<file path="config.mk">
export PLATFORM = sky130hd
export DESIGN_NAME = int_literal_parser
export DESIGN_NICKNAME = d
export VERILOG_FILES = /design/src/rtl/core/ilp_pkg.sv /design/src/rtl/core/ilp_accum.sv /design/src/rtl/core/ilp_parse.sv /design/src/rtl/core/int_literal_parser.sv
export SDC_FILE = /design/constraint.sdc
export NUM_CORES = 1
export LEC_CHECK = 0
export ABC_AREA = 1
export BUFFER_PORTS_ARGS = -buffer_cell sky130_fd_sc_hd__buf_4
export CAP_MARGIN = 30
export CORE_ASPECT_RATIO = 2
export CORE_MARGIN = 2
export CORE_UTILIZATION = 45
export DETAILED_ROUTE_END_ITERATION = 10
export HOLD_SLACK_MARGIN = 0.1
export PLACE_DENSITY_LB_ADDON = 0.1
export SYNTH_ARGS = -nofsm -noshare
export SYNTH_HDL_FRONTEND = slang
export SYNTH_SLANG_ARGS = --single-unit
</file>
<file path="constraint.sdc">
create_clock -name clock -period 7.4 [get_ports clock]
set_input_delay 0 -clock clock [delete_from_list [all_inputs] [get_ports clock]]
set_output_delay 0 -clock clock [all_outputs]
set_load 0.05 [all_outputs]
</file>
<file path="src/rtl/core/ilp_pkg.sv">
// Shared types, character codes and helper functions of the integer literal parser.
package ilp_pkg;

   // Width of the accumulated magnitude.
   localparam int MagBits = 64;
   // Headroom above the magnitude for one digit step (times sixteen plus a digit).
   localparam int StepBits = MagBits + 4;

   localparam logic [7:0] ChPlus  = 8'h2B;
   localparam logic [7:0] ChMinus = 8'h2D;
   localparam logic [7:0] ChZero  = 8'h30;
   localparam logic [7:0] ChLowX  = 8'h78;
   localparam logic [7:0] ChUpX   = 8'h58;
   localparam logic [7:0] ChLowU  = 8'h75;
   localparam logic [7:0] ChUpU   = 8'h55;
   localparam logic [7:0] ChLowL  = 8'h6C;
   localparam logic [7:0] ChUpL   = 8'h4C;

   typedef enum logic [5:0] {
      PhStart  = 6'b000001,
      PhSigned = 6'b000010,
      PhZpend  = 6'b000100,
      PhDigits = 6'b001000,
      PhSuffix = 6'b010000,
      PhError  = 6'b100000
   } phase_type;

   typedef enum logic [1:0] {
      RadDec = 2'd0,
      RadHex = 2'd1,
      RadOct = 2'd2
   } radix_type;

   typedef struct packed {
      logic [7:0] ch;
      logic       has_char;
      logic       last;
   } item_type;

   typedef struct packed {
      logic               accepted;
      logic [MagBits-1:0] magnitude;
      logic               negative;
      logic               fits;
   } result_type;

   // Digit value of a hex character; bit 4 flags a valid hex digit.
   function automatic logic [4:0] hex_value(input logic [7:0] c);
      logic [4:0] v;
      v = 5'd0;
      case (c) inside
         [8'h30:8'h39]: v = {1'b1, 4'(c - 8'h30)};
         [8'h61:8'h66]: v = {1'b1, 4'(c - 8'h57)};
         [8'h41:8'h46]: v = {1'b1, 4'(c - 8'h37)};
         default:       v = 5'd0;
      endcase
      return v;
   endfunction

   function automatic logic is_suffix(input logic [7:0] c);
      return (c == ChLowU) || (c == ChUpU) || (c == ChLowL) || (c == ChUpL);
   endfunction

endpackage

</file>
<file path="src/rtl/core/ilp_accum.sv">
// One digit step of the magnitude: digit check, shift-and-add by the radix, fit check.
module ilp_accum (
   input  logic [7:0]                  ch,
   input  ilp_pkg::radix_type          radix,
   input  logic [ilp_pkg::MagBits-1:0] acc,
   output logic                        is_digit,
   output logic [ilp_pkg::MagBits-1:0] acc_next,
   output logic                        step_fits
);
   import ilp_pkg::*;

   logic [4:0]          hv;
   logic [StepBits-1:0] acc_wide;
   logic [StepBits-1:0] scaled;
   logic [StepBits-1:0] total;

   assign hv       = hex_value(ch);
   assign acc_wide = StepBits'(acc);

   always_comb begin
      case (radix)
         RadHex: begin
            is_digit = hv[4];
            scaled   = acc_wide << 4;
         end
         RadOct: begin
            is_digit = hv[4] && (hv[3:0] < 4'd8);
            scaled   = acc_wide << 3;
         end
         default: begin
            is_digit = hv[4] && (hv[3:0] < 4'd10);
            scaled   = (acc_wide << 3) + (acc_wide << 1);
         end
      endcase
   end

   // The true value fits exactly when nothing spills above the magnitude width.
   assign total     = scaled + StepBits'(hv[3:0]);
   assign acc_next  = total[MagBits-1:0];
   assign step_fits = (total[StepBits-1:MagBits] == '0);

endmodule

</file>
<file path="src/rtl/core/ilp_parse.sv">
// Parser state of one literal and the update that each character applies to it.
module ilp_parse (
   input  logic                clock,
   input  logic                reset,
   input  logic                step_en,
   input  ilp_pkg::item_type   item,
   output ilp_pkg::result_type result
);
   import ilp_pkg::*;

   phase_type          phase_ff, phase_in;
   radix_type          radix_ff, radix_in;
   logic [MagBits-1:0] accum_ff, accum_in;
   logic               minus_ff, minus_in;
   logic               no_ovf_ff, no_ovf_in;
   logic               dseen_ff, dseen_in;

   radix_type          digit_radix;
   logic               is_digit;
   logic [MagBits-1:0] acc_step;
   logic               step_fits;
   logic               suffix_ch;

   // Behind a pending zero the digit is read as octal.
   assign digit_radix = (phase_ff == PhZpend) ? RadOct : radix_ff;
   assign suffix_ch   = is_suffix(item.ch);

   ilp_accum u_accum (
      .ch        (item.ch),
      .radix     (digit_radix),
      .acc       (accum_ff),
      .is_digit  (is_digit),
      .acc_next  (acc_step),
      .step_fits (step_fits)
   );

   always_comb begin
      logic take_digit;
      take_digit = 1'b0;
      phase_in   = phase_ff;
      radix_in   = radix_ff;
      accum_in   = accum_ff;
      minus_in   = minus_ff;
      no_ovf_in  = no_ovf_ff;
      dseen_in   = dseen_ff;

      if (item.has_char) begin
         case (phase_ff)
            PhStart, PhSigned: begin
               if ((phase_ff == PhStart) && ((item.ch == ChPlus) || (item.ch == ChMinus))) begin
                  minus_in = (item.ch == ChMinus);
                  phase_in = PhSigned;
               end else if ((item.ch == ChZero) && !item.last) begin
                  phase_in = PhZpend;
                  dseen_in = 1'b1;
               end else begin
                  phase_in   = PhDigits;
                  radix_in   = RadDec;
                  take_digit = 1'b1;
               end
            end
            PhZpend: begin
               phase_in = PhDigits;
               if ((item.ch == ChLowX) || (item.ch == ChUpX)) begin
                  radix_in = RadHex;
                  dseen_in = 1'b0;
               end else begin
                  radix_in   = RadOct;
                  take_digit = 1'b1;
               end
            end
            PhDigits: take_digit = 1'b1;
            PhSuffix: begin
               if (!suffix_ch) begin
                  phase_in = PhError;
               end
            end
            default: phase_in = PhError;
         endcase

         if (take_digit) begin
            if (is_digit) begin
               no_ovf_in = no_ovf_ff && step_fits;
               accum_in  = acc_step;
               dseen_in  = 1'b1;
            end else if (suffix_ch) begin
               phase_in = PhSuffix;
            end else begin
               phase_in = PhError;
            end
         end
      end
   end

   assign result.accepted  = dseen_in &&
                             ((phase_in == PhDigits) || (phase_in == PhSuffix) ||
                              (phase_in == PhZpend));
   assign result.magnitude = accum_in;
   assign result.negative  = minus_in;
   assign result.fits      = no_ovf_in;

   always_ff @(posedge clock) begin
      if (reset || (step_en && item.last)) begin
         phase_ff  <= PhStart;
         radix_ff  <= RadDec;
         accum_ff  <= '0;
         minus_ff  <= 1'b0;
         no_ovf_ff <= 1'b1;
         dseen_ff  <= 1'b0;
      end else if (step_en) begin
         phase_ff  <= phase_in;
         radix_ff  <= radix_in;
         accum_ff  <= accum_in;
         minus_ff  <= minus_in;
         no_ovf_ff <= no_ovf_in;
         dseen_ff  <= dseen_in;
      end
   end

`ifndef SYNTHESIS
   a_clear_after_last: assert property (@(posedge clock) disable iff (reset)
      step_en && item.last |=> (phase_ff == PhStart) && no_ovf_ff && !dseen_ff &&
                               (accum_ff == '0))
      else $error("parser state not cleared after the last item");

   a_overflow_needs_digits: assert property (@(posedge clock) disable iff (reset)
      !no_ovf_ff |-> (phase_ff == PhDigits) || (phase_ff == PhSuffix) ||
                     (phase_ff == PhError))
      else $error("overflow flagged outside the digit phases");

   a_hex_after_prefix: assert property (@(posedge clock) disable iff (reset)
      (radix_ff == RadHex) |-> (phase_ff == PhDigits) || (phase_ff == PhSuffix) ||
                               (phase_ff == PhError))
      else $error("hex radix set before the prefix was complete");
`endif

endmodule

</file>
<file path="src/rtl/core/int_literal_parser.sv">
// Top level of the streaming C integer literal parser.
//
// The block reads one candidate C integer literal, one character per item, and on the
// item marked with tlast returns one result item: whether the text is one complete
// integer literal (optional sign, then 0x/0X and hex digits, a leading zero and octal
// digits, or decimal digits, then only u/U/l/L suffix characters), the magnitude modulo
// 2^64, the sign, and whether the true value fit in 64 bits. After the result the
// parser is back in its reset state, ready for the next literal. An item with tuser
// low carries no character; on a last item it closes the literal at what was seen.
// Rate: one item per clock cycle, sustained, but for the stall below. An item sits in the
// input register while the parser applies it in a single pass (digit check, multiply by the
// radix as shifts and adds, fit check), and the result of a last item is captured in the
// output register; rsp_tvalid rises when the output register loads, and the result is
// held there until rsp_tready takes it. The only stall is a last item that finds
// an unread result in the output register while rsp_tready is low.
module int_literal_parser (
   input  logic        clock,
   input  logic        reset,
   // Input channel.
   input  logic        req_tvalid,
   output logic        req_tready,
   input  logic [7:0]  req_tdata,   // [7:0] ch
   input  logic        req_tuser,   // [0] has_char
   input  logic        req_tlast,   // last
   // Result channel.
   output logic        rsp_tvalid,
   input  logic        rsp_tready,
   output logic [71:0] rsp_tdata    // [0] accepted, [64:1] magnitude, [65] negative,
                                    // [66] fits, [71:67] zero
);
   import ilp_pkg::*;

   item_type   in_ff;
   logic       in_valid_ff, in_valid_in;
   result_type out_ff;
   logic       out_valid_ff, out_valid_in;
   result_type result;
   logic       req_take;
   logic       advance;

   assign req_take = req_tvalid && req_tready;

   // The held item moves on unless it is a last item and the output slot is full and not being read.
   assign advance    = in_valid_ff && (!in_ff.last || !out_valid_ff || rsp_tready);
   assign req_tready = !in_valid_ff || advance;

   always_comb begin
      if (req_take) begin
         in_valid_in = 1'b1;
      end else if (advance) begin
         in_valid_in = 1'b0;
      end else begin
         in_valid_in = in_valid_ff;
      end
   end

   always_comb begin
      if (advance && in_ff.last) begin
         out_valid_in = 1'b1;
      end else if (rsp_tready) begin
         out_valid_in = 1'b0;
      end else begin
         out_valid_in = out_valid_ff;
      end
   end

   ilp_parse u_parse (
      .clock   (clock),
      .reset   (reset),
      .step_en (advance),
      .item    (in_ff),
      .result  (result)
   );

   always_ff @(posedge clock) begin
      if (reset) begin
         in_valid_ff  <= 1'b0;
         out_valid_ff <= 1'b0;
      end else begin
         in_valid_ff  <= in_valid_in;
         out_valid_ff <= out_valid_in;
      end
   end

   // Payload registers load on their handshakes only; they need no reset.
   always_ff @(posedge clock) begin
      if (req_take) begin
         in_ff.ch       <= req_tdata;
         in_ff.has_char <= req_tuser;
         in_ff.last     <= req_tlast;
      end
      if (advance && in_ff.last) begin
         out_ff <= result;
      end
   end

   assign rsp_tvalid = out_valid_ff;
   assign rsp_tdata  = {5'd0, out_ff.fits, out_ff.negative, 64'(out_ff.magnitude),
                        out_ff.accepted};

`ifndef SYNTHESIS
   a_last_gives_result: assert property (@(posedge clock) disable iff (reset)
      advance && in_ff.last |=> rsp_tvalid)
      else $error("last item did not produce a result");

   a_stalled_item_held: assert property (@(posedge clock) disable iff (reset)
      in_valid_ff && !advance |=> in_valid_ff && $stable(in_ff))
      else $error("stalled input item was lost or changed");

   a_full_blocks_last: assert property (@(posedge clock) disable iff (reset)
      in_valid_ff && in_ff.last && out_valid_ff && !rsp_tready |-> !req_tready && !advance)
      else $error("last item advanced over an unread result");
`endif

endmodule
</file>
==> impl_metrics.py, run 1 <==
metrics = {
    "logic_synthesis": {
        "synthCells": 2813,
        "seq_area_frac_synth_pct": 23.6,
        "synth.area.top_cells": "nand2_1, edfxtp_1, inv_1",
        "yosysWarnings": 0,
        "synth_top_area_share_pct": 21.7,
        "synth_largest_area_cell": "nand2_1",
        "synth.ff_latch_count": 154,
        "synth_area_sq_um": 16300,
        "synth.distinct_cells": 55,
        "syn_area_per_cell_sq_um": 5.81,
    },
    "die": {
        "rows": 98,
        "fp.dieH_microns": 274,
        "die_area_sq_um": 37900,
        "die_w_microns": 139,
        "core_area_sq_um": 35800,
        "ioPinCount": 88,
        "start_util_pct": 45.6,
    },
    "worst_setup_path": {
        "cp_slowest_cell": "inv_2",
        "max_stage_delay_ns": 0.42,
        "cp_num_buf_inv": 5,
        "crit_fanout": 44,
        "crit_family": "simple AND/OR/NAND/NOR gates",
        "crit_path_end_kind": "flop",
        "crit_type": "flop to flop",
        "critPathMostFrequentCell": "nand2_1",
        "cp-start-kind": "flop",
        "reg2reg_depth": 25,
        "r2r_end": "rsp_tdata[63]",
        "timing.rr.start": "u_parse.phase_ff[1]",
        "regToRegSetupSlack_ns": 1.76,
        "crit_required_ns": 7.62,
        "crit_arrival_ns": 5.86,
    },
    "detailed_routing": {
        "first_pass_iters": 5,
        "routed_via_density": 5.34,
        "drt_iter0_markers": 1140,
        "vias": 17800,
        "postRouteWirelength_microns": 67800,
        "route.detailed.drc": 0,
        "wire_per_inst_microns": 20.3,
        "ant_nets": 0,
    },
    "cells_and_area": {
        "fin_nets": 2962,
        "drive_gt1_share_pct": 10.3,
        "final_util_pct": 50.4,
        "antenna_cells": 0,
        "syn_to_final_growth_pct": 10.5,
    },
    "sta": {
        "max_freq_mhz": 177,
        "finalSetupViolCount": 0,
        "finalCriticalPeriod_ns": 5.64,
        "fin_tns_setup_ns": 0,
        "hold_slack_ns": 0.247,
        "relSlewSlack_pct": 35.3,
        "rsz0062_at_grt": "no",
        "worst_slack_ns": 1.76,
        "worstMarginPinSlew_ns": 0.970,
        "slew_violations": 0,
        "worst_clock_skew_ns": 0.0149,
        "finalHoldViolations": 0,
        "fin_crit_sh_pct": 76.2,
    },
    "global_route": {
        "grt_pass1_vias": 17300,
        "grt_pass1_wl_microns": 99700,
        "antenna_found_initial": 0,
        "grt_max_degree": 87,
        "grtUsageTotal_pct": 35.2,
        "grt-ovfl-total": 0,
    },
    "clock_network": {
        "cts_hold_buf": 14,
        "clk_pin_slew_worst_paths_ns": 0.07,
        "worstSkewPairLatency_ns": 0.47,
        "cts-buffers-inserted": 17,
        "htreeDepth": 4,
        "cts.path.max_buffers": 2,
        "postCtsSetupBuffers": 0,
        "cts_tree": "built",
        "cts_root_buf": "clkbuf_16",
        "cts_sinks": 154,
        "cts-resized-gates": 0,
    },
    "placement": {
        "hpwlAfterDp_microns": 55500,
        "port_buffers": 82,
        "gp_congestion": 1.04,
        "post-place-ws_ns": 2.07,
    },
    "hold_path": {
        "holdPathStages": 2,
        "hp-class": "input pin to flop",
        "worstHoldStart": "req_tdata[3]",
        "holdPathEnd": "in_ff[5]",
    },
    "outcome": {
        "status": "finished clean",
    },
    "power": {
        "powerDensity_nw_per_um2": 149,
        "vdd_drop_max_mv": 0.168,
        "leakage_uw": 0.00958,
    },
    "job": {
        "drv_cap": 0,
    },
}
-- placed cells by master, fill, tap and decap left out, drive strengths merged, types with 21 or more instances in the layout --
master  count
nand2     982
inv       611
nor2      259
nand3     196
o21ai     143
a21oi     127
buf        92
edfxtp     77
dfxtp      77
ha         70
nand4      33
xor2       29
o221ai     25
or2        21
nor3       21
-- cell usage after synthesis, drive strengths merged --
cell type,n
a2111oi,1
a211o,1
a21oi,127
a221o,9
a31oi,3
a32oi,1
and2,5
and3,3
buf,33
clkbuf,32
clkinv,5
conb,1
dfxtp,77
dlygate4sd1,1
edfxtp,77
fa,2
ha,70
inv,606
mux2i,1
nand2,982
nand2b,1
nand3,196
nand3b,6
nand4,33
nor2,259
nor3,21
nor3b,1
nor4,8
o211ai,3
o21ai,143
o21bai,4
o221ai,25
o22ai,16
o311ai,1
o31ai,4
or2,21
xnor2,5
xor2,29
-- sequential cells by signal, summed over array words and instances, names as in the netlist --
register           count
u_parse.accum_ff      64
in_ff                 10
u_parse.phase_ff       6
u_parse.dseen_ff       1
u_parse.radix_ff       2
rsp_tdata             67
u_parse.no_ovf_ff      1
rsp_tvalid             1
u_parse.minus_ff       1
in_valid_ff            1
-- layer usage --
layer	vias to the layer above	global-route usage (%)	routed length, microns
li1	8882	-	-
met1	8070	31.0	22100
met2	613	67.6	35400
met3	253	4.15	2480
met4	0	34.0	7840
met5	-	0	0
-- final cells by class --
class	instances	area, sq um
clock inverters	15	183
flip-flops and latches	154	3850
repair buffers	106	851
clock buffers	17	425
inverters	611	2290
well taps	450	563
multi-input cells	1986	9880
fillers	3874	17800
-- where the power goes --
group          internal, uW  total, uW  switching, uW
registers               939        998           59.5
logic                   211        761            550
clock network           483        939            456
-- how the worst max path moves through the flow --
| stage | from | endpoint | slack [ns] | cells after the start |
|---|---|---|---|---|
| 6_report | u_parse.phase_ff[1] | rsp_tdata[63] | 1.76 | 25 |
| 3_5_place_dp | u_parse.phase_ff[1] | u_parse.accum_ff[58] | 2.07 | 29 |
| 4_1_cts | u_parse.phase_ff[1] | u_parse.accum_ff[58] | 2.05 | 28 |
| 3_3_place_gp | u_parse.phase_ff[4] | u_parse.accum_ff[58] | 2.17 | 26 |
| 2_1_floorplan | u_parse.phase_ff[4] | rsp_tdata[54] | 2.42 | 35 |
| 5_1_grt | u_parse.phase_ff[1] | rsp_tdata[63] | 1.39 | 25 |
-- stage by stage --
step           cell area [sq um]  power (uW)  cells
3_5_place_dp               17300        1760   3293
4_1_cts                    18100        2700   3339
2_1_floorplan              16400        1490   2817
5_1_grt                    18100        2800   3339
6_report                   18100        2700   3339
3_3_place_gp               17300        1750   3292
-- kinds of logic (layout without fill, tap and decap cells) --
logic type               after synthesis  in the layout  synth area share, %
XOR/XNOR                              34             34                 1.82
multiplexers                           1              1               0.0613
other                                  1              5               0.0229
adder cells (fa/ha/maj)               72             72                 5.60
buffers and inverters                677            749                 16.2
AND/OR/NAND/NOR                     1536           1536                 40.9
flip-flops                           154            154                 23.6
AO/OA/AOI/OAI                        338            338                 11.8
No activity file was read; power rests on OpenSTA's default activity.
==> inputs of run 2 (changes only) <==
==> constraint.sdc (replaced) <==
create_clock -name clock -period 5.5 [get_ports clock]
set_input_delay 0 -clock clock [delete_from_list [all_inputs] [get_ports clock]]
set_output_delay 0 -clock clock [all_outputs]
set_load 0.05 [all_outputs]
==> run 2 against run 1 <==
Power grew 31%. Final area is essentially flat. Sequential share of layout area is essentially flat. Utilization is essentially flat. Die area is the same. Sequential power grew 34%. Critical path depth grew 5.
==> impl_metrics.py, run 2 (same netlist as run 1, synthesis figures left out) <==
metrics = {
    "power": {
        "leakage_uw": 0.00959,
        "powerDensity_nw_per_um2": 196,
        "vdd_drop_max_mv": 0.221,
    },
    "worst_setup_path": {
        "r2r_end": "rsp_tdata[66]",
        "regToRegSetupSlack_ns": 0.46,
        "crit_required_ns": 5.73,
        "crit_type": "flop to flop",
        "max_stage_delay_ns": 0.48,
        "cp_slowest_cell": "edfxtp_1",
        "timing.rr.start": "in_ff[2]",
        "crit_path_end_kind": "flop",
        "crit_fanout": 7,
        "cp-start-kind": "flop",
        "crit_arrival_ns": 5.28,
        "critPathMostFrequentCell": "nand2_1",
        "reg2reg_depth": 30,
    },
    "sta": {
        "hold_slack_ns": 0.116,
        "fin_tns_setup_ns": 0,
        "finalCriticalPeriod_ns": 5.04,
        "finalSetupViolCount": 0,
        "finalHoldViolations": 0,
        "worstMarginPinSlew_ns": 0.958,
        "rsz0062_at_grt": "no",
        "worst_clock_skew_ns": 0.0172,
        "fin_crit_sh_pct": 91.7,
        "relSlewSlack_pct": 36.1,
        "max_freq_mhz": 198,
        "slew_violations": 0,
    },
    "cells_and_area": {
        "fin_nets": 2970,
        "largest_reg_flops": 67,
        "final_cell_mix": "nand2_1, inv_1, nor2_1, nand3_1, a21oi_1",
        "syn_to_final_growth_pct": 10.6,
        "final_common_cell": "nand2_1",
        "fin_cells": 3347,
        "final_util_pct": 50.5,
        "drive_gt1_share_pct": 10.5,
        "antenna_cells": 0,
        "design_area_sq_um": 18100,
    },
    "global_route": {
        "grt_max_degree": 87,
        "antenna_found_initial": 0,
        "grt_pass1_wl_microns": 97400,
        "grtUsageTotal_pct": 34.1,
        "grt-ovfl-total": 0,
        "grt_pass1_vias": 17400,
    },
    "placement": {
        "dpl_cell_area_sq_um": 17400,
        "gp_congestion": 1.03,
        "hpwlAfterDp_microns": 54100,
        "dp_cells": 3302,
        "port_buffers": 82,
    },
    "clock_network": {
        "clk_pin_slew_worst_paths_ns": 0.07,
        "cts_root_buf": "clkbuf_16",
        "cts.path.max_buffers": 2,
        "cts_sinks": 154,
        "htreeDepth": 4,
        "cts_tree": "built",
        "cts-buffers-inserted": 17,
        "worstSkewPairLatency_ns": 0.47,
    },
    "hold_path": {
        "worstHoldStart": "req_tvalid",
        "hp-class": "input pin to flop",
        "holdPathEnd": "in_ff[0]",
        "holdPathStages": 3,
    },
    "die": {
        "fp.dieH_microns": 274,
        "rows": 98,
        "die_area_sq_um": 37900,
        "ioPinCount": 88,
        "core_area_sq_um": 35800,
        "die_w_microns": 139,
        "start_util_pct": 45.6,
    },
    "detailed_routing": {
        "first_pass_iters": 5,
        "route.detailed.drc": 0,
        "ant_nets": 0,
        "postRouteWirelength_microns": 65500,
        "drt_iter0_markers": 1033,
        "vias": 17700,
        "routed_via_density": 5.29,
        "wire_per_inst_microns": 19.6,
    },
    "job": {
        "drv_cap": 0,
    },
    "outcome": {
        "status": "finished clean",
    },
}
## run 2: cell types whose count changed in the layout (fill, tap and decap cells not counted), sizes merged
cell | previous run | this run
buf | 92 | 101
inv | 611 | 614
dlygate4sd3 | 14 | 13
clkinv | 13 | 10
bufinv | 1 | 0
clkinvlp | 1 | 2
## run 2: worst max path at each step
stage	cells past startpoint	endpoint	startpoint	slack [ns]
finish	30	rsp_tdata[66]	in_ff[2]	0.46
CTS	29	rsp_tdata[61]	u_parse.phase_ff[1]	0.40
detailed placement	29	rsp_tdata[61]	u_parse.phase_ff[1]	0.42
global route	30	rsp_tdata[66]	in_ff[2]	0.04
global placement	29	rsp_tdata[60]	u_parse.phase_ff[1]	0.54
floorplan	35	rsp_tdata[54]	u_parse.phase_ff[4]	0.52
## run 2: final cells by class
| class | instances | area (sq um) |
|---|---|---|
| tap | 450 | 563 |
| clock inverter | 15 | 131 |
| clock buffer | 17 | 425 |
| timing repair buffer | 114 | 901 |
| multi-input combinational | 1986 | 9900 |
| fill | 3860 | 17700 |
| sequential | 154 | 3850 |
| inverter | 611 | 2290 |
## run 2: timing repair
item	4_1_cts	5_1_grt
hold buffers	13	0
endpoints found under the hold margin	12	0
setup endpoints to repair	0	7
buffers inserted	0	0
resized for setup	0	2
## run 2: power by group
part | switching, uW | leakage (uW) | internal, uW
clock network | 586 | 0.000267 | 593
logic | 730 | 0.00795 | 284
registers | 75.9 | 0.00137 | 1260
## run 2: layer usage
metal  wire (microns)  vias up  global-route usage [%]
li1                 -     8893                       -
met1            21200     8022                    30.6
met2            34200      552                    64.5
met3             2440      243                    4.11
met4             7640        0                    33.5
met5                0        -                       0
## run 2: stage by stage
stage / total power, uW / setup WS, ns
6_report: 3530 / 0.456
5_1_grt: 3680 / 0.0363
4_1_cts: 3550 / 0.402
3_5_place_dp: 2360 / 0.424
3_3_place_gp: 2350 / 0.543
2_1_floorplan: 2000 / 0.518
## run 2: worst max-delay path: cells and delay by family (launching register included)
family / cells / cell delay (ns)
simple gates: 20 / 2.42
flops: 1 / 0.48
buf+inv: 4 / 0.26
fa+ha+maj: 3 / 0.81
compound gates: 3 / 0.83
